### src/hdl/tanh_soft_limiter_with_meter_core_assert.svh
// assertion macros shared by the soft limiter rtl
// no dependencies; each use expands to one labeled concurrent assertion
`ifndef TANH_SOFT_LIMITER_WITH_METER_CORE_ASSERT_SVH
`define TANH_SOFT_LIMITER_WITH_METER_CORE_ASSERT_SVH

// consequent checked in the same cycle as the antecedent
`define TSLM_ASSERT_SAME(lbl, clk, rst_n, ante, cons, msg) \
    lbl: assert property (@(posedge clk) disable iff (!(rst_n)) (ante) |-> (cons)) \
        else $error(msg);

// consequent checked in the cycle after the antecedent
`define TSLM_ASSERT_NEXT(lbl, clk, rst_n, ante, cons, msg) \
    lbl: assert property (@(posedge clk) disable iff (!(rst_n)) (ante) |=> (cons)) \
        else $error(msg);

`endif

### src/hdl/tslm_pkg.sv
// shared constants and elaboration-time table functions for the soft limiter
// no dependencies; imported by every module of the block
package tslm_pkg;

    // defaults for the top-level parameters
    localparam int TANH_ENTRIES_DEF = 64;
    localparam int CLIP_BITS_DEF    = 32;

    // field widths and fixed levels
    localparam int          SAMPLE_BITS = 16;
    localparam int          CLIP_OUT_BITS = 32;
    localparam logic [15:0] VOL_RESET   = 16'd16384;
    localparam logic [15:0] VOL_UNITY   = 16'd32768;
    localparam logic [15:0] CLIP_LEVEL  = 16'd32767;

    // fixed-point layout: table in Q24, scaled magnitude argument in Q30
    localparam int ROM_BITS   = 24;
    localparam int FRAC_BITS  = 30;
    localparam int OUT_SHIFT  = 10;
    localparam int LIM_BITS   = ROM_BITS - OUT_SHIFT;
    localparam int DIGIT_BITS = 2;
    localparam int Q28_SHIFT  = 28;

    // unsigned quotient by shift and subtract, used only for the table build
    function automatic logic [63:0] udiv64(input logic [63:0] num, input logic [63:0] den);
        logic [63:0] q;
        logic [64:0] rem;
        int          b;
        q   = '0;
        rem = '0;
        for (b = 63; b >= 0; b--) begin
            rem = {rem[63:0], num[b]};
            if (rem >= {1'b0, den}) begin
                rem  = rem - {1'b0, den};
                q[b] = 1'b1;
            end
        end
        return q;
    endfunction

    // e^x in Q28 by truncated taylor terms, x given in Q28
    function automatic logic [63:0] exp_small_q28(input logic [63:0] dq);
        logic [63:0] sum;
        logic [63:0] term;
        int          n;
        sum  = 64'd1 << Q28_SHIFT;
        term = 64'd1 << Q28_SHIFT;
        for (n = 1; n < 40; n++) begin
            if (term != 64'd0) begin
                term = udiv64(term * dq, 64'(n) << Q28_SHIFT);
                sum  = sum + term;
            end
        end
        return sum;
    endfunction

    // table entry k: tanh from the k-th power of the step exponential, Q24
    function automatic logic [ROM_BITS-1:0] tanh_entry(input int k, input logic [63:0] e_q28);
        logic [63:0] one;
        logic [63:0] p;
        logic [63:0] num;
        int          j;
        one = 64'd1 << Q28_SHIFT;
        p   = one;
        for (j = 1; j <= k; j++) begin
            p = (p * e_q28 + (one >> 1)) >> Q28_SHIFT;
        end
        num = (p - one) << ROM_BITS;
        return ROM_BITS'(udiv64(num, p + one));
    endfunction

endpackage

### src/hdl/tslm_meter.sv
// input meter: running peak of the sample magnitude and a saturating full-scale count
// depends on tslm_pkg and the assertion macro header
`include "tanh_soft_limiter_with_meter_core_assert.svh"

module tslm_meter
    import tslm_pkg::*;
#(
    parameter int CLIP_COUNT_BITS = CLIP_BITS_DEF
) (
    input  logic                     i_clk,
    input  logic                     i_rst_n,
    input  logic                     i_upd,
    input  logic [SAMPLE_BITS-1:0]   i_mag,
    input  logic                     i_restart,
    output logic [SAMPLE_BITS-1:0]   o_peak,
    output logic [CLIP_OUT_BITS-1:0] o_clip_total
);

    logic [SAMPLE_BITS-1:0]     r_peak;
    logic [SAMPLE_BITS-1:0]     n_peak;
    logic [CLIP_COUNT_BITS-1:0] r_clip;
    logic [CLIP_COUNT_BITS-1:0] n_clip;
    logic [SAMPLE_BITS-1:0]     w_base;

    // peak restart happens before this word is metered
    always_comb begin
        w_base = i_restart ? '0 : r_peak;
        n_peak = (i_mag > w_base) ? i_mag : w_base;
        n_clip = r_clip;
        if ((i_mag >= CLIP_LEVEL) && !(&r_clip)) begin
            n_clip = r_clip + 1'b1;
        end
    end

    // meter state
    always_ff @(posedge i_clk) begin
        if (!i_rst_n) begin
            r_peak <= '0;
            r_clip <= '0;
        end else if (i_upd) begin
            r_peak <= n_peak;
            r_clip <= n_clip;
        end
    end

    assign o_peak = r_peak;

    // report the count saturated to the output width
    generate
        if (CLIP_COUNT_BITS > CLIP_OUT_BITS) begin : g_clip_sat
            assign o_clip_total = (|r_clip[CLIP_COUNT_BITS-1:CLIP_OUT_BITS]) ?
                                  '1 : r_clip[CLIP_OUT_BITS-1:0];
        end else begin : g_clip_ext
            assign o_clip_total = CLIP_OUT_BITS'(r_clip);
        end
    endgenerate

    // the peak after an update always covers the word just metered
    `TSLM_ASSERT_NEXT(a_peak_covers, i_clk, i_rst_n, i_upd, r_peak >= $past(i_mag), "peak below metered magnitude")
    // the full-scale count never wraps
    `TSLM_ASSERT_NEXT(a_clip_no_wrap, i_clk, i_rst_n, i_upd, r_clip >= $past(r_clip), "clip count wrapped")

endmodule

### src/hdl/tslm_scale.sv
// serial scaler: magnitude times volume times table size, two multiplier bits a cycle
// depends on tslm_pkg
module tslm_scale
    import tslm_pkg::*;
#(
    parameter  int TANH_TABLE_ENTRIES = TANH_ENTRIES_DEF,
    localparam int S_BITS = FRAC_BITS + $clog2(TANH_TABLE_ENTRIES + 1)
) (
    input  logic                   i_clk,
    input  logic                   i_rst_n,
    input  logic                   i_start,
    input  logic [SAMPLE_BITS-1:0] i_mag,
    input  logic [SAMPLE_BITS-1:0] i_vol,
    output logic                   o_done,
    output logic [S_BITS-1:0]      o_prod
);

    localparam int STEPS    = SAMPLE_BITS / DIGIT_BITS;
    localparam int CNT_BITS = $clog2(STEPS);

    logic                   r_busy;
    logic                   r_done;
    logic [CNT_BITS-1:0]    r_cnt;
    logic [SAMPLE_BITS-1:0] r_mag;
    logic [S_BITS-1:0]      r_mc;
    logic [S_BITS-1:0]      r_mc3;
    logic [S_BITS-1:0]      r_acc;
    logic [S_BITS-1:0]      w_addend;

    // partial product for the current magnitude digit
    always_comb begin
        unique case (r_mag[DIGIT_BITS-1:0])
            2'd0:    w_addend = '0;
            2'd1:    w_addend = r_mc;
            2'd2:    w_addend = r_mc << 1;
            default: w_addend = r_mc3;
        endcase
    end

    // step counter
    always_ff @(posedge i_clk) begin
        if (!i_rst_n) begin
            r_busy <= 1'b0;
            r_done <= 1'b0;
            r_cnt  <= '0;
        end else begin
            r_done <= 1'b0;
            if (i_start) begin
                r_busy <= 1'b1;
                r_cnt  <= '0;
            end else if (r_busy) begin
                r_cnt <= r_cnt + 1'b1;
                if (r_cnt == CNT_BITS'(STEPS - 1)) begin
                    r_busy <= 1'b0;
                    r_done <= 1'b1;
                end
            end
        end
    end

    // shift-add datapath; multiplicand is volume times table size, and its
    // triple may lose top bits late in the word only where the top magnitude
    // digit cannot be three
    always_ff @(posedge i_clk) begin
        if (i_start) begin
            r_mag <= i_mag;
            r_mc  <= S_BITS'(i_vol) * S_BITS'(TANH_TABLE_ENTRIES);
            r_mc3 <= S_BITS'(i_vol) * S_BITS'(3 * TANH_TABLE_ENTRIES);
            r_acc <= '0;
        end else if (r_busy) begin
            r_acc <= r_acc + w_addend;
            r_mc  <= r_mc << DIGIT_BITS;
            r_mc3 <= r_mc3 << DIGIT_BITS;
            r_mag <= r_mag >> DIGIT_BITS;
        end
    end

    assign o_done = r_done;
    assign o_prod = r_acc;

endmodule

### src/hdl/tslm_interp.sv
// tanh table lookup and serial linear interpolation, two fraction bits a cycle
// depends on tslm_pkg and the assertion macro header
`include "tanh_soft_limiter_with_meter_core_assert.svh"

module tslm_interp
    import tslm_pkg::*;
#(
    parameter  int TANH_TABLE_ENTRIES = TANH_ENTRIES_DEF,
    localparam int S_BITS = FRAC_BITS + $clog2(TANH_TABLE_ENTRIES + 1)
) (
    input  logic                i_clk,
    input  logic                i_rst_n,
    input  logic                i_start,
    input  logic [S_BITS-1:0]   i_s,
    output logic                o_done,
    output logic [LIM_BITS-1:0] o_mag
);

    localparam int          I_BITS   = $clog2(TANH_TABLE_ENTRIES + 1);
    localparam int          F_STEPS  = FRAC_BITS / DIGIT_BITS;
    localparam int          CNT_BITS = $clog2(F_STEPS + 1);
    localparam int          D3_BITS  = ROM_BITS + 2;
    localparam logic [63:0] E_Q28    =
        exp_small_q28((64'd1 << FRAC_BITS) / 64'(TANH_TABLE_ENTRIES));

    logic [ROM_BITS-1:0]  w_rom [TANH_TABLE_ENTRIES+1];
    logic [I_BITS-1:0]    w_idx;
    logic                 w_top;
    logic [ROM_BITS-1:0]  w_lo;
    logic [ROM_BITS-1:0]  w_hi;
    logic [ROM_BITS-1:0]  w_d;
    logic [D3_BITS-1:0]   w_addend;
    logic [D3_BITS-1:0]   w_sum;

    logic                 r_busy;
    logic                 r_done;
    logic [CNT_BITS-1:0]  r_cnt;
    logic [ROM_BITS-1:0]  r_lo;
    logic [ROM_BITS-1:0]  r_d;
    logic [D3_BITS-1:0]   r_d3;
    logic [FRAC_BITS-1:0] r_f;
    logic [ROM_BITS-1:0]  r_acc;
    logic [ROM_BITS-1:0]  r_y;

    // constant tanh table, built at elaboration
    generate
        for (genvar k = 0; k <= TANH_TABLE_ENTRIES; k++) begin : g_rom
            assign w_rom[k] = tanh_entry(k, E_Q28);
        end
    endgenerate

    // segment lookup; past the last segment the curve is flat at the end value
    always_comb begin
        w_idx = i_s[S_BITS-1:FRAC_BITS];
        w_top = (w_idx >= I_BITS'(TANH_TABLE_ENTRIES));
        if (w_top) begin
            w_lo = w_rom[TANH_TABLE_ENTRIES];
            w_hi = w_rom[TANH_TABLE_ENTRIES];
        end else begin
            w_lo = w_rom[w_idx];
            w_hi = w_rom[I_BITS'(w_idx + 1'b1)];
        end
        w_d = (w_hi > w_lo) ? (w_hi - w_lo) : '0;
    end

    // slope times fraction digit, accumulated and shifted right each step
    always_comb begin
        unique case (r_f[DIGIT_BITS-1:0])
            2'd0:    w_addend = '0;
            2'd1:    w_addend = D3_BITS'(r_d);
            2'd2:    w_addend = D3_BITS'(r_d) << 1;
            default: w_addend = r_d3;
        endcase
        w_sum = D3_BITS'(r_acc) + w_addend;
    end

    // step counter, with an extra step after the fraction digits for the final add
    always_ff @(posedge i_clk) begin
        if (!i_rst_n) begin
            r_busy <= 1'b0;
            r_done <= 1'b0;
            r_cnt  <= '0;
        end else begin
            r_done <= 1'b0;
            if (i_start) begin
                r_busy <= 1'b1;
                r_cnt  <= '0;
            end else if (r_busy) begin
                if (r_cnt == CNT_BITS'(F_STEPS)) begin
                    r_busy <= 1'b0;
                    r_done <= 1'b1;
                end else begin
                    r_cnt <= r_cnt + 1'b1;
                end
            end
        end
    end

    // interpolation datapath
    always_ff @(posedge i_clk) begin
        if (i_start) begin
            r_lo  <= w_lo;
            r_d   <= w_d;
            r_d3  <= D3_BITS'(w_d) + (D3_BITS'(w_d) << 1);
            r_f   <= i_s[FRAC_BITS-1:0];
            r_acc <= '0;
        end else if (r_busy) begin
            if (r_cnt == CNT_BITS'(F_STEPS)) begin
                r_y <= r_lo + r_acc;
            end else begin
                r_acc <= ROM_BITS'(w_sum >> DIGIT_BITS);
                r_f   <= r_f >> DIGIT_BITS;
            end
        end
    end

    assign o_done = r_done;
    assign o_mag  = r_y[ROM_BITS-1:OUT_SHIFT];

    // the interpolated step never exceeds the segment rise
    `TSLM_ASSERT_SAME(a_acc_in_segment, i_clk, i_rst_n, r_busy, r_acc <= r_d, "interpolation past segment end")

endmodule

### src/hdl/tanh_soft_limiter_with_meter_core.sv
// Soft limiter core: each accepted sample is scaled by the master volume and
// passed through 16384*tanh(x/16384) (table of TANH_TABLE_ENTRIES segments,
// linear interpolation, truncated toward zero); the raw input is metered for
// peak magnitude and full-scale count. One sample is in work at a time. A
// sample passes the serial volume scaler (two multiplier bits a cycle), the
// serial interpolator (15 two-bit fraction steps plus the final add) and the
// output register. The next sample is taken as soon as the result sits in the
// output register, even if the downstream side has not yet taken it. The user
// must write volume through i_cfg_we/i_cfg_data only while no sample is in
// work; the block itself does not enforce it.
`include "tanh_soft_limiter_with_meter_core_assert.svh"

module tanh_soft_limiter_with_meter_core
    import tslm_pkg::*;
#(
    parameter int TANH_TABLE_ENTRIES = TANH_ENTRIES_DEF,
    parameter int CLIP_COUNT_BITS    = CLIP_BITS_DEF
) (
    input  logic                            i_clk,
    input  logic                            i_rst_n,
    // configuration
    input  logic                            i_cfg_we,
    input  logic [SAMPLE_BITS-1:0]          i_cfg_data,
    // input words
    input  logic                            i_valid,
    output logic                            o_ready,
    input  logic signed [SAMPLE_BITS-1:0]   i_sample,
    input  logic                            i_last_in_block,
    input  logic                            i_peak_restart,
    // output words
    output logic                            o_valid,
    input  logic                            i_ready,
    output logic signed [SAMPLE_BITS-1:0]   o_limited_sample,
    output logic                            o_last_out,
    output logic [SAMPLE_BITS-1:0]          o_peak_level,
    output logic [CLIP_OUT_BITS-1:0]        o_clip_total
);

    localparam int S_BITS = FRAC_BITS + $clog2(TANH_TABLE_ENTRIES + 1);

    typedef enum logic [3:0] {
        S_IDLE   = 4'b0001,
        S_SCALE  = 4'b0010,
        S_INTERP = 4'b0100,
        S_HOLD   = 4'b1000
    } t_state;

    t_state                   r_state;
    t_state                   n_state;
    logic [SAMPLE_BITS-1:0]   r_volume;
    logic                     r_neg;
    logic                     r_last;
    logic                     r_o_valid;
    logic [SAMPLE_BITS-1:0]   r_o_sample;
    logic                     r_o_last;
    logic [SAMPLE_BITS-1:0]   r_o_peak;
    logic [CLIP_OUT_BITS-1:0] r_o_clip;

    logic                     w_accept;
    logic                     w_out_free;
    logic                     w_load;
    logic [SAMPLE_BITS-1:0]   w_mag;
    logic [SAMPLE_BITS-1:0]   w_vol;
    logic                     w_scale_done;
    logic [S_BITS-1:0]        w_prod;
    logic                     w_interp_done;
    logic [LIM_BITS-1:0]      w_lim;
    logic [SAMPLE_BITS-1:0]   w_peak;
    logic [CLIP_OUT_BITS-1:0] w_clip;

    // handshake and sample magnitude
    assign o_ready    = (r_state == S_IDLE);
    assign w_accept   = i_valid && o_ready;
    assign w_out_free = !r_o_valid || i_ready;
    assign w_mag      = i_sample[SAMPLE_BITS-1] ?
                        SAMPLE_BITS'(16'd0 - SAMPLE_BITS'(i_sample)) :
                        SAMPLE_BITS'(i_sample);
    assign w_vol      = (r_volume > VOL_UNITY) ? VOL_UNITY : r_volume;
    assign w_load     = ((r_state == S_INTERP) && w_interp_done || (r_state == S_HOLD))
                        && w_out_free;

    // volume register
    always_ff @(posedge i_clk) begin
        if (!i_rst_n) begin
            r_volume <= VOL_RESET;
        end else if (i_cfg_we) begin
            r_volume <= i_cfg_data;
        end
    end

    // sequencer
    always_comb begin
        n_state = r_state;
        unique case (r_state)
            S_IDLE: begin
                if (w_accept) n_state = S_SCALE;
            end
            S_SCALE: begin
                if (w_scale_done) n_state = S_INTERP;
            end
            S_INTERP: begin
                if (w_interp_done) n_state = w_out_free ? S_IDLE : S_HOLD;
            end
            S_HOLD: begin
                if (w_out_free) n_state = S_IDLE;
            end
            default: n_state = S_IDLE;
        endcase
    end

    always_ff @(posedge i_clk) begin
        if (!i_rst_n) begin
            r_state   <= S_IDLE;
            r_o_valid <= 1'b0;
        end else begin
            r_state <= n_state;
            if (w_load) begin
                r_o_valid <= 1'b1;
            end else if (i_ready) begin
                r_o_valid <= 1'b0;
            end
        end
    end

    // per-word side information and output register
    always_ff @(posedge i_clk) begin
        if (w_accept) begin
            r_neg  <= i_sample[SAMPLE_BITS-1];
            r_last <= i_last_in_block;
        end
        if (w_load) begin
            r_o_sample <= r_neg ? SAMPLE_BITS'(16'd0 - SAMPLE_BITS'(w_lim)) :
                                  SAMPLE_BITS'(w_lim);
            r_o_last   <= r_last;
            r_o_peak   <= w_peak;
            r_o_clip   <= w_clip;
        end
    end

    assign o_valid          = r_o_valid;
    assign o_limited_sample = r_o_sample;
    assign o_last_out       = r_o_last;
    assign o_peak_level     = r_o_peak;
    assign o_clip_total     = r_o_clip;

    // meter on the raw input
    tslm_meter #(
        .CLIP_COUNT_BITS(CLIP_COUNT_BITS)
    ) u_meter (
        .i_clk       (i_clk),
        .i_rst_n     (i_rst_n),
        .i_upd       (w_accept),
        .i_mag       (w_mag),
        .i_restart   (i_peak_restart),
        .o_peak      (w_peak),
        .o_clip_total(w_clip)
    );

    // volume scaling into table coordinates
    tslm_scale #(
        .TANH_TABLE_ENTRIES(TANH_TABLE_ENTRIES)
    ) u_scale (
        .i_clk  (i_clk),
        .i_rst_n(i_rst_n),
        .i_start(w_accept),
        .i_mag  (w_mag),
        .i_vol  (w_vol),
        .o_done (w_scale_done),
        .o_prod (w_prod)
    );

    // tanh lookup and interpolation
    tslm_interp #(
        .TANH_TABLE_ENTRIES(TANH_TABLE_ENTRIES)
    ) u_interp (
        .i_clk  (i_clk),
        .i_rst_n(i_rst_n),
        .i_start(w_scale_done),
        .i_s    (w_prod),
        .o_done (w_interp_done),
        .o_mag  (w_lim)
    );

    // an accepted word always starts the scaler
    `TSLM_ASSERT_NEXT(a_accept_starts, i_clk, i_rst_n, w_accept, r_state == S_SCALE, "accepted word did not start scaling")
    // limited output stays within the tanh ceiling
    `TSLM_ASSERT_SAME(a_out_range, i_clk, i_rst_n, o_valid, ($signed(o_limited_sample) <= 16384) && ($signed(o_limited_sample) >= -16384), "limited sample out of range")

endmodule
### config.mk
export PLATFORM = sky130hd
export DESIGN_NAME = tanh_soft_limiter_with_meter_core
export DESIGN_NICKNAME = d
export VERILOG_FILES = /design/src/hdl/tslm_pkg.sv /design/src/hdl/tslm_meter.sv /design/src/hdl/tslm_scale.sv /design/src/hdl/tslm_interp.sv /design/src/hdl/tanh_soft_limiter_with_meter_core.sv
export VERILOG_INCLUDE_DIRS = /design/src /design/src/hdl
export SDC_FILE = /design/constraint.sdc
export NUM_CORES = 1
export LEC_CHECK = 0
export ABC_AREA = 1
export BUFFER_PORTS_ARGS = -buffer_cell sky130_fd_sc_hd__buf_2
export CAP_MARGIN = 10
export CORE_UTILIZATION = 50
export CTS_BUF_LIST = sky130_fd_sc_hd__clkbuf_4 sky130_fd_sc_hd__clkbuf_8
export CTS_CLUSTER_DIAMETER = 200
export DETAILED_ROUTE_END_ITERATION = 6
export GPL_TIMING_DRIVEN = 0
export PLACE_DENSITY = 0.73
export SLEW_MARGIN = 15
export SYNTH_ARGS = -nofsm -noshare
export SYNTH_HDL_FRONTEND = slang
export SYNTH_SLANG_ARGS = --single-unit
### constraint.sdc
create_clock -name i_clk -period 9.4 [get_ports i_clk]
set_input_delay 0.47 -clock i_clk [delete_from_list [all_inputs] [get_ports i_clk]]
set_output_delay 0.47 -clock i_clk [all_outputs]
set_load 0.05 [all_outputs]
==> results of run 1 <==
[through the flow]
step	std cells	setup WS, ps
5_1_grt	4773	646.6
6_report	4773	996.0
3_3_place_gp	4634	964.3
3_5_place_dp	4638	1152
4_1_cts	4772	1122
2_1_floorplan	3781	3557
[cell families (layout without fill, tap and decap cells)]
| logic type | count (synthesis) | in the layout | synth area share (%) |
|---|---|---|---|
| flops | 395 | 395 | 36.61 |
| buf+inv | 666 | 909 | 9.193 |
| other cells | 0 | 1 | 0 |
| compound gates | 928 | 928 | 19.12 |
| fa+ha+maj | 173 | 173 | 7.854 |
| xor+xnor | 126 | 126 | 4.178 |
| simple gates | 1493 | 1493 | 23.05 |
[worst paths after layout]
path,end,slack [ps],depth (start not counted)
worst max-delay path,u_interp.r_d3[18],1000,34
worst min-delay path,r_volume[12],70,3
worst max register to register,u_interp.r_d3[18],1000,34
worst min register to register,o_last_out,430,0
[routing by layer]
layer  share of wire, %  track usage, %  up-vias
li1                   -               -    13231
met1                 45           44.26    12634
met2                 43           49.74     1155
met3                8.4           6.745      215
met4                3.5           12.22        2
met5              0.013               0        -
[tightest hold or removal path: stages]
cell and delay [ps]:
buf_2 70, o21ai_0 70, a21oi_1 100
[layout make-up]
class                   instances  area [um2]
repair buffers                113       640.6
multi-input cells            2720       15160
well taps                     748       935.9
plain buffers                 147       620.6
clock buffers                  94        1200
diodes                          1       2.502
inverters                     519        1948
clock inverters                36       287.8
flip-flops and latches        395       10230
fillers                      5369       24170
[registers in the layout, indices dropped and copies added, names as in the netlist, 3 cells and up]
signal and cells:
u_meter.o_peak 16, r_volume 16, u_interp.r_f 30, u_scale.r_mc 31
u_interp.r_cnt 4, u_scale.r_mc3 30, u_interp.r_lo 24, u_meter.o_clip_total 32
u_scale.r_cnt 3, o_peak_level 16, u_interp.r_y 14, u_scale.o_prod 31
u_interp.r_d 23, u_interp.r_d3 26, u_interp.r_acc 24, o_limited_sample 15
u_scale.r_mag 16, o_clip_total 32, r_state 4
[placed cells by master, fill, tap and decap left out, drive strengths merged, types with 3 or more instances in the layout]
master	count
nand4	57
a21oi	308
o211ai	51
a311oi	10
dlygate4sd3	4
clkinvlp	3
o22ai	37
or2	10
a22oi	35
buf	150
o21ai	350
fa	4
o31ai	11
nor3	72
nand3b	4
nand3	144
nor2	350
nor3b	5
a21boi	4
xnor2	37
a31oi	22
o21a	9
clkinv	34
nor4	25
inv	516
o21bai	17
a221oi	12
o2111ai	5
nand2	824
o221ai	14
clkbuf	200
dfxtp	163
xor2	89
a211oi	20
edfxtp	232
ha	169
o311ai	4
a21o	9
==> results.yml, run 1 <==
final_layout:
  fin_nets: 4178
  fin_area_um2: 31030
  syn_to_final_growth_pct: 11.05
  drive_gt1_share_pct: 9.120
  postLayoutCoreUtil_pct: 56.21
setup_path:
  cp_top_family: "buffers and inverters"
  crit_start: "u_scale.o_prod[32]"
  cp.required_ps: 9780
  crit_type: "reg2reg"
  slowest_stage: "dfxtp_1"
  max_stage_delay_ps: 600
  crit_path_start_kind: "register"
  reg2reg_from: "u_scale.o_prod[32]"
  arrival_ps: 8780
  worst-path-buf-inv: 6
  crit_fanout: 10
  end_kind: "register"
  critPathMostFrequentCell: "nand2_1"
logic_synthesis:
  yosys.cell_count.top_type: "nand2_1"
  async_reset_ff_share_pct: 0
  synthFlopType: "edfxtp_1"
  synth_edf_count: 232
  syn_inst: 3781
  seq_area_frac_synth_pct: 36.61
  synth-seq-cells: 395
  synth_top_area_share_pct: 24.93
  synthTopCellsByArea: "edfxtp_1, dfxtp_1, nand2_1"
  synth_top_cell_by_area: "edfxtp_1"
  avgSynthCellArea_um2: 7.390
  synth_area_um2: 27940
  syn_nets: 3993
  synth.lib_cells_used.distinct: 70
  synth_commonest_cells: "nand2_1, inv_1, nor2_1"
  synth_warnings: 0
place:
  port_buffers: 105
  dp_hpwl_um: 72320
  gp_congestion: 1.012
  placement.cell_area_um2: 29500
routing:
  ant_nets: 0
  wire_per_inst_um: 19.34
  routed_via_density: 5.706
  drt_iter0_markers: 2490
  wirelength_um: 92300
  vias: 27237
  drt_pass1_iterations: 6
  drc: 0
clock_tree:
  h-tree-depth: 3
  clkLatencyLatePin_ps: 690
  clkTransAtPathRegs_ps: 60
  postCtsSetupBuffers: 0
  clockBufferDepth: 3
  cts-root-buf: "clkbuf_8"
  holdBufCountCts: 4
  cts_tree: "done"
  cts.sinks: 395
  cts-buffers-inserted: 70
  ctsResizeCount: 0
sta:
  fmaxAchievable_mhz: 119.0
  hold-worst-slack_ps: 72.83
  skew_ps: 51.88
  setup_violations: 0
  timing.final.crit_share_pct: 89.40
  rsz0062_at_grt: "false"
  worst_pin_slew_ps: 919.8
  tns_ps: 0
  final_max_slew_viol_count: 0
  relSlewSlack_pct: 38.21
  hold_viol: 0
  finalCriticalPeriod_ps: 8404
die:
  core_um2: 55200
  ios: 106
  initial_core_util_pct: 50.62
  rows: 86
  die_x_um: 238.4
  die_h_um: 238.4
  dieArea_um2: 56830
job:
  drv_cap: 0
hold_path:
  min-delay-start: "i_cfg_data[12]"
  hold_class: "in2reg"
global_routing:
  grt_max_degree: 55
  antenna_found_initial: 2
  grt_pass1_vias: 25397
  grt_usage_pct: 32.26
  grt_overflow: 0
  grt_pass1_wl_um: 142200
outcome:
  run_status: "finished clean"
Power of run 1 is not shown: default switching activity piles up to over one toggle a cycle in this logic, so the estimate is an artifact.
==> inputs of run 2 (changes only) <==
ABC_AREA = not set   (was 1)
==> run 2 against run 1 <==
Maximum frequency down 6.7%. Sequential share of layout area increased by 1.4 points. Die area is 4.5% lower. Non-clock buffer count up 34. Highest routed layer unchanged. Synthesized cell count decreased by 22%. Worst setup slack got worse by 600 ps. Largest cell class unchanged. Routed wire length down 0.47%. Worst hold slack about the same. First-iteration DRC count increased by 1.6%. Clock-buffer cell count increased by 3.
==> results.yml, run 2 <==
outcome:
  run_status: "finished clean"
logic_synthesis:
  syn_nets: 3156
  async_reset_ff_share_pct: 0
  synth_top_cell_by_area: "edfxtp_1"
  synth_area_um2: 26680
  synth_commonest_cells: "nor2_1, nand2_1, edfxtp_1"
  yosys.cell_count.top_type: "nor2_1"
  syn_inst: 2944
  synth_edf_count: 232
  synth_warnings: 0
  synthTopCellsByArea: "edfxtp_1, dfxtp_1, ha_1"
  synth.lib_cells_used.distinct: 86
  synthFlopType: "edfxtp_1"
  synth_top_area_share_pct: 26.11
  seq_area_frac_synth_pct: 38.35
  avgSynthCellArea_um2: 9.062
  synth-seq-cells: 395
sta:
  worst_pin_slew_ps: 1182
  finalCriticalPeriod_ps: 9007
  rsz0062_at_grt: "false"
  tns_ps: 0
  fmaxAchievable_mhz: 111.0
  skew_ps: 38.54
  relSlewSlack_pct: 20.18
  hold_viol: 0
  timing.final.crit_share_pct: 95.82
  final_max_slew_viol_count: 0
  setup_violations: 0
place:
  placement.cell_area_um2: 28170
  gp_congestion: 0.9843
  dp_hpwl_um: 69030
  place_inst: 3744
  port_buffers: 101
final_layout:
  fillers: 4619
  final_common_cell: "nor2_1"
  most-common-layout-cells: "nor2_1, nand2_1, edfxtp_1"
  syn_to_final_growth_pct: 11.63
  fin_area_um2: 29780
  final_cells: 3870
  postLayoutCoreUtil_pct: 56.56
  drive_gt1_share_pct: 12.80
  fin_nets: 3338
die:
  die_x_um: 233.0
  dieArea_um2: 54280
  die_h_um: 233.0
  ios: 106
  initial_core_util_pct: 50.67
  rows: 84
  core_um2: 52660
clock_tree:
  cts.sinks: 395
  cts-root-buf: "clkbuf_8"
  cts_tree: "done"
  clockBufferDepth: 3
  clkTransAtPathRegs_ps: 60
  cts-buffers-inserted: 68
  clkLatencyLatePin_ps: 640
  h-tree-depth: 3
hold_path:
  min_path_cells: 3
  hold_class: "in2reg"
power:
  power_frac_seq_pct: 33.8
  switching_power_uw: 2316
  comb_power_share_pct: 39.3
  p_sw_share_pct: 36.81
  max-vdd-ir-drop_v: 0.0001336
  p_leak_uw: 0.01177
  power_frac_clock_pct: 27.0
  intPower_uw: 3977
  power_density_nw_per_um2: 211.3
routing:
  routed_via_density: 6.284
  ant_nets: 0
  drc: 0
  vias: 24320
  wirelength_um: 91870
  drt_pass1_iterations: 5
  wire_per_inst_um: 23.74
  drt_iter0_markers: 2531
setup_path:
  crit_path_start_kind: "register"
  critPathMostFrequentCell: "a21oi_1"
  crit_type: "reg2reg"
  reg2reg_depth: 30
  arrival_ps: 9370
  slowest_stage: "a211oi_1"
  end_kind: "register"
  crit_fanout: 13
  max_stage_delay_ps: 780
  cp.required_ps: 9770
global_routing:
  grt_overflow: 0
  antenna_found_initial: 5
  grt_max_degree: 66
  grt_usage_pct: 33.48
  grt_pass1_vias: 23662
  grt_pass1_wl_um: 138500
job:
  drv_cap: 0
## run 2: changes by cell type after synthesis, moves of 89 or more
cell     change
a21oi_1    -101
nand2_1    -557
inv_1      -381
o21ai_0    -153
mux2_2      +89
## run 2: path summary, 6_finish.rpt
check / end / slack (ps) / startpoint
worst max register to register: u_interp.r_d3[22] / 390 / u_scale.o_prod[30]
worst min register to register: o_last_out / 430 / r_last
worst max-delay path: u_interp.r_d3[22] / 390 / u_scale.o_prod[30]
worst min-delay path: r_volume[10] / 70 / i_cfg_data[10]
## run 2: routing by layer
metal	global-route usage (%)	vias up	share of wire, %
li1	-	11156	-
met1	44.14	11625	42
met2	53.59	1247	45
met3	5.012	284	8.0
met4	16.16	8	4.9
met5	0	-	0.065
## run 2: per-stage QoR
stage	worst slack [ps]	total power [uW]	hold WS (ps)
after global placement	-1384	4470	418.8
after global routing	11.57	6635	42.85
final	392.7	6293	72.57
after detailed placement	-1228	4548	424.7
after floorplan	1966	3926	400.3
after CTS	10.77	6260	23.36
## run 2: cells by family after synthesis
kind of cell / count (synthesis) / share of synthesized area, %
compound gates: 803 / 19.68
mux: 172 / 7.058
simple gates: 931 / 16.82
xor+xnor: 169 / 5.548
flops: 395 / 38.35
fa+ha+maj: 173 / 8.226
buf+inv: 301 / 4.319
## run 2: timing repair
item	CTS	global route
setup endpoints to repair	18	13
endpoints found under the hold margin	1	0
pin swaps	0	1
cloned	0	0
resized for setup	21	36
hold buffers	1	0
setup buffers	0	1
## run 2: cell type report
type	instances	area [um2]	area share (%)
Sequential cell	395	10240	34.37
Clock inverter	27	237.7	0.7983
Antenna cell	2	5.005	0.01681
Tap cell	688	860.8	2.891
Inverter	119	450.4	1.513
Timing Repair Buffer	114	630.6	2.118
Multi-Input combinational cell	2248	15360	51.57
Buffer	180	747.0	2.508
Clock buffer	97	1254	4.210
## run 2: critical path: cells and delay by family, from the launching register on
family	cells	cell delay (ps)
AOI/OAI and AO/OA	18	4490
xor gates and xnor gates	1	90
adders and majority gates	3	1490
buffers and inverters	5	1300
DFF	1	460
and+or+nand+nor	3	880
## run 2: power by group through the flow
| stage | combinational [uW] | clock, uW | sequential (uW) |
|---|---|---|---|
| 6_report | 2470 | 1700 | 2130 |
| 3_5_place_dp | 2390 | 0 | 2160 |
| 2_1_floorplan | 1800 | 0 | 2130 |
| 4_1_cts | 2410 | 1720 | 2120 |
| 5_1_grt | 2700 | 1800 | 2140 |
| 3_3_place_gp | 2320 | 0 | 2150 |
Note: power is estimated with default switching activity, not from simulation.
